`config.mk`:
```
export PLATFORM = sky130hd
export DESIGN_NAME = toy_cpu_instruction_execute
export DESIGN_NICKNAME = d
export VERILOG_FILES = /design/src/hdl/tcpu_pkg.sv /design/src/hdl/tcpu_regfile.sv /design/src/hdl/tcpu_alu.sv /design/src/hdl/toy_cpu_instruction_execute.sv
export SDC_FILE = /design/constraint.sdc
export NUM_CORES = 1
export LEC_CHECK = 0
export ABC_AREA = 1
export BUFFER_PORTS_ARGS = -buffer_cell sky130_fd_sc_hd__buf_2
export CORE_MARGIN = 8
export CORE_UTILIZATION = 51
export DETAILED_ROUTE_END_ITERATION = 8
export GPL_TIMING_DRIVEN = 0
export HOLD_SLACK_MARGIN = 0.1
export PLACE_DENSITY = 0.78
export SYNTH_ARGS = -nofsm -noshare
export SYNTH_HDL_FRONTEND = slang
export SYNTH_SLANG_ARGS = --single-unit
```
`constraint.sdc`:
```
create_clock -name i_clk -period 5.1 [get_ports i_clk]
set_input_delay 0.765 -clock i_clk [delete_from_list [all_inputs] [get_ports i_clk]]
set_output_delay 0.765 -clock i_clk [all_outputs]
set_load 0.02 [all_outputs]
```
`src/hdl/tcpu_pkg.sv`:
```
// Shared types, constants and helpers for the toy CPU instruction execute block.
// Used by every module under hdl/; depends on nothing.
package tcpu_pkg;

    localparam int NUM_REGS   = 5;
    localparam int PTR_BITS   = 8;
    localparam int REG_IDX_W  = (NUM_REGS > 1) ? $clog2(NUM_REGS) : 1;
    localparam int DATA_W     = 32;
    localparam int CMD_W      = 4;
    localparam int SEL_W      = 3;
    localparam int IMM_W      = 8;
    localparam int NEXT_PTR_W = 8;
    localparam int IN_TDATA_W  = 24;
    localparam int OUT_TDATA_W = 40;
    localparam int OUT_TUSER_W = 2;

    localparam logic [CMD_W-1:0] OP_HALT    = 4'd0;
    localparam logic [CMD_W-1:0] OP_LOADIMM = 4'd1;
    localparam logic [CMD_W-1:0] OP_ADD     = 4'd2;
    localparam logic [CMD_W-1:0] OP_ADDIMM  = 4'd3;
    localparam logic [CMD_W-1:0] OP_AND     = 4'd4;
    localparam logic [CMD_W-1:0] OP_OR      = 4'd5;
    localparam logic [CMD_W-1:0] OP_XOR     = 4'd6;
    localparam logic [CMD_W-1:0] OP_JUMP    = 4'd7;
    localparam logic [CMD_W-1:0] OP_BEQ     = 4'd8;
    localparam logic [CMD_W-1:0] OP_MOVE    = 4'd9;

    typedef struct packed {
        logic                 en;
        logic [REG_IDX_W-1:0] addr;
        logic [DATA_W-1:0]    data;
    } t_reg_wr;

    typedef struct packed {
        t_reg_wr              wr;
        logic [PTR_BITS-1:0]  next_ptr;
        logic                 halted;
        logic                 taken;
        logic [DATA_W-1:0]    dst_value;
    } t_exec_res;

    function automatic logic reg_in_range(input logic [SEL_W-1:0] sel);
        return (int'(sel) < NUM_REGS);
    endfunction

    function automatic logic [REG_IDX_W-1:0] reg_addr(input logic [SEL_W-1:0] sel);
        return REG_IDX_W'(sel);
    endfunction

endpackage

```
`src/hdl/tcpu_regfile.sv`:
```
// Register file: memory array with per-entry valid bits and registered reads.
// Depends on tcpu_pkg; a write in the same cycle as a read is forwarded.
module tcpu_regfile
    import tcpu_pkg::*;
(
    input  logic              i_clk,
    input  logic              i_rst_n,
    input  logic              i_rd_en,
    input  logic [SEL_W-1:0]  i_rd_a_sel,
    input  logic [SEL_W-1:0]  i_rd_b_sel,
    input  t_reg_wr           i_wr,
    output logic [DATA_W-1:0] o_rd_a,
    output logic [DATA_W-1:0] o_rd_b
);

    logic [DATA_W-1:0] r_mem [NUM_REGS];
    logic [NUM_REGS-1:0] r_valid;
    logic [DATA_W-1:0] r_rd_a;
    logic [DATA_W-1:0] r_rd_b;

    always_ff @(posedge i_clk) begin
        if (i_wr.en) begin
            r_mem[i_wr.addr] <= i_wr.data;
        end
    end

    always_ff @(posedge i_clk) begin
        if (!i_rst_n) begin
            r_valid <= '0;
        end else if (i_wr.en) begin
            r_valid[i_wr.addr] <= 1'b1;
        end
    end

    // Out-of-range selects and never-written entries read as zero.
    always_ff @(posedge i_clk) begin
        if (i_rd_en) begin
            if (!reg_in_range(i_rd_a_sel)) begin
                r_rd_a <= '0;
            end else if (i_wr.en && i_wr.addr == reg_addr(i_rd_a_sel)) begin
                r_rd_a <= i_wr.data;
            end else if (r_valid[reg_addr(i_rd_a_sel)]) begin
                r_rd_a <= r_mem[reg_addr(i_rd_a_sel)];
            end else begin
                r_rd_a <= '0;
            end

            if (!reg_in_range(i_rd_b_sel)) begin
                r_rd_b <= '0;
            end else if (i_wr.en && i_wr.addr == reg_addr(i_rd_b_sel)) begin
                r_rd_b <= i_wr.data;
            end else if (r_valid[reg_addr(i_rd_b_sel)]) begin
                r_rd_b <= r_mem[reg_addr(i_rd_b_sel)];
            end else begin
                r_rd_b <= '0;
            end
        end
    end

    assign o_rd_a = r_rd_a;
    assign o_rd_b = r_rd_b;

endmodule

```
`src/hdl/tcpu_alu.sv`:
```
// Execute logic: decodes one instruction, computes the register write,
// the next pointer and the status flags. Depends on tcpu_pkg.
module tcpu_alu
    import tcpu_pkg::*;
(
    input  logic [CMD_W-1:0]    i_cmd,
    input  logic [SEL_W-1:0]    i_dst_sel,
    input  logic [IMM_W-1:0]    i_imm,
    input  logic [DATA_W-1:0]   i_a,
    input  logic [DATA_W-1:0]   i_b,
    input  logic [PTR_BITS-1:0] i_ptr,
    output t_exec_res           o_res
);

    logic [DATA_W-1:0]   imm_sx;
    logic [PTR_BITS-1:0] imm_ptr;
    logic [PTR_BITS-1:0] ptr_inc;
    logic                wr_req;
    logic [DATA_W-1:0]   wr_data;

    assign imm_sx  = DATA_W'(signed'(i_imm));
    assign imm_ptr = PTR_BITS'(i_imm);
    assign ptr_inc = PTR_BITS'(i_ptr + 1'b1);

    always_comb begin
        wr_req         = 1'b0;
        wr_data        = i_a;
        o_res.next_ptr = ptr_inc;
        o_res.halted   = 1'b0;
        o_res.taken    = 1'b0;
        case (i_cmd)
            OP_HALT: begin
                o_res.halted   = 1'b1;
                o_res.next_ptr = i_ptr;
            end
            OP_LOADIMM: begin
                wr_req  = 1'b1;
                wr_data = imm_sx;
            end
            OP_ADD: begin
                wr_req  = 1'b1;
                wr_data = i_a + i_b;
            end
            OP_ADDIMM: begin
                wr_req  = 1'b1;
                wr_data = i_a + imm_sx;
            end
            OP_AND: begin
                wr_req  = 1'b1;
                wr_data = i_a & i_b;
            end
            OP_OR: begin
                wr_req  = 1'b1;
                wr_data = i_a | i_b;
            end
            OP_XOR: begin
                wr_req  = 1'b1;
                wr_data = i_a ^ i_b;
            end
            OP_JUMP: begin
                o_res.next_ptr = imm_ptr;
                o_res.taken    = 1'b1;
            end
            OP_BEQ: begin
                if (i_a == i_b) begin
                    o_res.next_ptr = imm_ptr;
                    o_res.taken    = 1'b1;
                end
            end
            OP_MOVE: begin
                wr_req  = 1'b1;
                wr_data = i_a;
            end
            default: begin
            end
        endcase

        // Drop writes to registers that do not exist.
        o_res.wr.en     = wr_req && reg_in_range(i_dst_sel);
        o_res.wr.addr   = reg_addr(i_dst_sel);
        o_res.wr.data   = wr_data;
        o_res.dst_value = o_res.wr.en ? wr_data : i_b;
    end

endmodule

```
`src/hdl/toy_cpu_instruction_execute.sv`:
```
// Toy CPU instruction execute block, top level.
// The input stage registers the instruction and the register file read; the output
// register holds the result. One instruction per cycle when the output is not stalled.
// Reset (i_rst_n low, synchronous): pipeline empties, pointer and all registers read zero.
// Depends on tcpu_pkg, tcpu_regfile and tcpu_alu.
module toy_cpu_instruction_execute
    import tcpu_pkg::*;
(
    input  logic                   i_clk,
    input  logic                   i_rst_n,
    input  logic                   i_s_axis_tvalid,
    output logic                   o_s_axis_tready,
    // [3:0] cmd, [6:4] src_reg, [9:7] dst_reg, [17:10] imm, [23:18] zero
    input  logic [IN_TDATA_W-1:0]  i_s_axis_tdata,
    output logic                   o_m_axis_tvalid,
    input  logic                   i_m_axis_tready,
    // [7:0] next_pointer, [39:8] dst_value
    output logic [OUT_TDATA_W-1:0] o_m_axis_tdata,
    // [0] halted, [1] branch_taken
    output logic [OUT_TUSER_W-1:0] o_m_axis_tuser
);

    logic                  accept;
    logic                  advance;
    logic                  r_in_valid;
    logic [CMD_W-1:0]      r_cmd;
    logic [SEL_W-1:0]      r_dst_sel;
    logic [IMM_W-1:0]      r_imm;
    logic [PTR_BITS-1:0]   r_ptr;
    logic [DATA_W-1:0]     rd_a;
    logic [DATA_W-1:0]     rd_b;
    t_exec_res             res;
    t_reg_wr               wr;
    logic                  r_out_valid;
    logic [NEXT_PTR_W-1:0] r_next_pointer;
    logic                  r_halted;
    logic                  r_taken;
    logic [DATA_W-1:0]     r_dst_value;

    assign advance         = r_in_valid && (!r_out_valid || i_m_axis_tready);
    assign o_s_axis_tready = !r_in_valid || advance;
    assign accept          = i_s_axis_tvalid && o_s_axis_tready;

    always_ff @(posedge i_clk) begin
        if (!i_rst_n) begin
            r_in_valid <= 1'b0;
        end else if (accept) begin
            r_in_valid <= 1'b1;
        end else if (advance) begin
            r_in_valid <= 1'b0;
        end
    end

    always_ff @(posedge i_clk) begin
        if (accept) begin
            r_cmd     <= i_s_axis_tdata[3:0];
            r_dst_sel <= i_s_axis_tdata[9:7];
            r_imm     <= i_s_axis_tdata[17:10];
        end
    end

    assign wr.en   = res.wr.en && advance;
    assign wr.addr = res.wr.addr;
    assign wr.data = res.wr.data;

    tcpu_regfile u_regfile (
        .i_clk      (i_clk),
        .i_rst_n    (i_rst_n),
        .i_rd_en    (accept),
        .i_rd_a_sel (i_s_axis_tdata[6:4]),
        .i_rd_b_sel (i_s_axis_tdata[9:7]),
        .i_wr       (wr),
        .o_rd_a     (rd_a),
        .o_rd_b     (rd_b)
    );

    tcpu_alu u_alu (
        .i_cmd     (r_cmd),
        .i_dst_sel (r_dst_sel),
        .i_imm     (r_imm),
        .i_a       (rd_a),
        .i_b       (rd_b),
        .i_ptr     (r_ptr),
        .o_res     (res)
    );

    always_ff @(posedge i_clk) begin
        if (!i_rst_n) begin
            r_ptr <= '0;
        end else if (advance) begin
            r_ptr <= res.next_ptr;
        end
    end

    always_ff @(posedge i_clk) begin
        if (!i_rst_n) begin
            r_out_valid <= 1'b0;
        end else if (advance) begin
            r_out_valid <= 1'b1;
        end else if (i_m_axis_tready) begin
            r_out_valid <= 1'b0;
        end
    end

    always_ff @(posedge i_clk) begin
        if (advance) begin
            r_next_pointer <= NEXT_PTR_W'(res.next_ptr);
            r_halted       <= res.halted;
            r_taken        <= res.taken;
            r_dst_value    <= res.dst_value;
        end
    end

    assign o_m_axis_tvalid = r_out_valid;
    assign o_m_axis_tdata  = {r_dst_value, r_next_pointer};
    assign o_m_axis_tuser  = {r_taken, r_halted};

endmodule

```
==> run summary <==
Max-capacitance violation count - 0
Kind of critical path - reg2reg
Number of H-tree levels - 2
Post-synthesis simple-gate area fraction - 0.225
Yosys reg bits - 296
Compound-Gate Fraction of Synth Area - 0.139
Max Root-Sink Buffers - 3
Hpwl dp - 43400 um
Synth Area in Adders - 0.0699
Crit-path max cell delay - 0.86 ns
Resized cells post-CTS - 0
CP max-delay cell - a21boi_0
CP bufs+invs - 3
Post-synthesis mux area share - 0
Worst Hold Class - in2reg
Initial antenna violation count - 0
RePlAce Congestion - 0.964
Clock tree from TritonCTS - built
Post-Synth XOR/XNOR Area - 0.00614
RSZ-0062 raised after global routing - no
Area of the multi-input gates - 0.00818 sq mm
Status - complete, no violations
Number of global-route vias before repair - 15900
Number of fill cells - 3256
Clk_lat worst skew - 0.55 ns
Most frequent cells in the layout - nand2_1, o21ai_0, inv_1, edfxtp_1, nand3_1
Vias - 16600
Layout area overhead - 10.9%
Register Area - 0.00874 sq mm
Main combinational cell family by area after synthesis - simple AND/OR/NAND/NOR gates
Clock Pin Slew Worst Setup and Hold Paths - 0.06 ns
Overall die width - 207 um
Routed vias/inst - 5.68
Hold Vio Cnt, Final - 0
CP delay by family, top - compound AO/OA/AOI/OAI gates
Hold buffer count at cts - 0
Final WL - 56800 um
Fmax - 210 MHz
Worst clock skew - 0.0235 ns
Mapped Cells - 2333
Num ports - 72
Place WS - 0.232 ns
Post-route worst setup slack - 0.348 ns
Post-synth EDFFs - 281
Final period utilization - 0.932
Worst slew margin - 0.254
Port buffer count - 64
Die Y-Extent - 207 um
Crit path time final - 4.75 ns
Final Util - 0.569
Final ANT Viol Nets - 0
Power Dens Cells - 302 mW/mm^2
Worst Max-Slew Pin Slew - 1.11 ns
Register area share after synthesis - 0.471
# clock sinks - 296
Layout cells sized above 1 - 0.0626
Overflow after GRT - 0
Num CTS Buffers - 34
Arrival time worst endpoint - 4.94 ns
CP Capture Type - flop
Total track usage - 0.266
N_diodes - 0
Post-route setup TNS - 0 ns
Starting DRT DRC Count - 1822
Post-synth top area share - 0.455
Initial Util - 0.513
Postcts setup bufs - 0
Netlist cell types - 49
Commonest non-fill, non-tap cell in the layout - nand2_1
Dominant cell type by area after synthesis - edfxtp_1
Placeable Area - 0.0362 sq mm
Routed WL per cell - 19.4 um
Hold Slack - 0.398 ns
Lkg Pwr - 9.19 nW
Asr flop ratio synth - 0
R2R Setup Slk - 0.35 ns
Avg Inst Size Synth - 7.95 sq um
Global-route wire length before repair - 87500 um
Clk root buf - clkbuf_16
Largest cells by area after synthesis - edfxtp_1, nand2_1, o21ai_0, ha_1, inv_1
Fin cells - 2929
Req. time, crit path - 5.29 ns
Layout net count - 2566
Largest net degree at the start of global routing - 77
Worst path most repeated cell - nand2_1
Main synth FF type - edfxtp_1
Final setup fails - 0
VDD IR max - 0.220 mV
First drt pass iteration count - 6
Full die area - 0.0427 sq mm
Worst-path cell chain - inv_1 > nand2_1 > nor2_1 > clkbuf_1 > clkbuf_1 > nand2_1 > o21ai_0 > ha_1 > nand2_1 > nand2_1 > nand2_1 > nand3_1 > nand2_1 > nand2_1 > a21oi_1 > o21ai_0 > a21boi_0
Row cnt - 70
Startpoint types - flop
DRC - 0
Max-slew violations - 0
CP max FO - 10
# placed instances - 2867
YS warnings - 0
Mapped Area - 0.0185 sq mm
Syn_nets - 2464
## per-stage QoR
stage / instance area (sq um) / total power [mW]
floorplan: 18500 / 3.52
global placement: 19500 / 3.84
detailed placement: 19500 / 3.87
CTS: 20600 / 6.20
global route: 20600 / 6.43
finish: 20600 / 6.21
## worst reg2reg max path: stages (launching register included)
cell and delay, ns:
edfxtp_1 0.44, inv_1 0.18, nand2_1 0.18, nor2_1 0.20, clkbuf_1 0.38, clkbuf_1 0.54, nand2_1 0.10, o21ai_0 0.10
ha_1 0.34, nand2_1 0.14, nand2_1 0.06, nand2_1 0.08, nand3_1 0.14, nand2_1 0.12, nand2_1 0.16, a21oi_1 0.16
o21ai_0 0.20, a21boi_0 0.86
## state kept, by name, summed over array words and instances (netlist names)
name,flops
o_m_axis_tvalid,1
r_cmd,4
r_dst_sel,3
r_dst_value,32
r_halted,1
r_imm,8
r_in_valid,1
r_next_pointer,8
r_ptr,8
r_taken,1
u_regfile.o_rd_a,32
u_regfile.o_rd_b,32
u_regfile.r_mem,160
u_regfile.r_valid,5
## Yosys cell counts (all sizes together) (4+ instances only)
master	count
nand3	190
inv	315
clkbuf	73
clkinv	4
buf	31
o22ai	7
nor3	11
o21ai	321
nor2	159
nand4	12
nand2	630
edfxtp	281
ha	102
xnor2	11
a211oi	19
a21oi	105
a21boi	14
dfxtp	15
## cells by family (layout without fill, tap and decap cells)
| group | count (synthesis) | in the layout |
|---|---|---|
| flops | 296 | 296 |
| xor+xnor | 13 | 13 |
| buf+inv | 423 | 551 |
| simple gates | 1013 | 1013 |
| compound gates | 485 | 485 |
| fa+ha+maj | 103 | 103 |
## worst paths after layout
path,cells after the start,start,endpoint
worst max-delay path,17,r_cmd[3],u_regfile.r_mem[2][14]
worst min-delay path,1,i_s_axis_tdata[14],r_imm[4]
worst max register to register,17,r_cmd[3],u_regfile.r_mem[2][14]
worst min register to register,1,u_regfile.r_valid[3],u_regfile.r_valid[3]
## report_power, final
group	switching [mW]	total [mW]	internal, mW
Sequential	0.0618	2.84	2.78
Combinational	0.728	1.01	0.279
Clock	0.981	2.36	1.38
## routing by layer
layer	GRT usage	wire [um]
met3	0.0395	5080
met5	0	0
met4	0.105	2040
met1	0.349	23600
met2	0.441	26100
## area by class of cell
cell class              count  share of cell area
well taps                 468              0.0285
flip-flops and latches    296               0.425
clock buffers              49              0.0451
inverters                 319              0.0584
plain buffers             104              0.0214
repair buffers             66              0.0179
multi-input cells        1614               0.397
clock inverters            13             0.00675
Power figures use the tool's default switching activity.
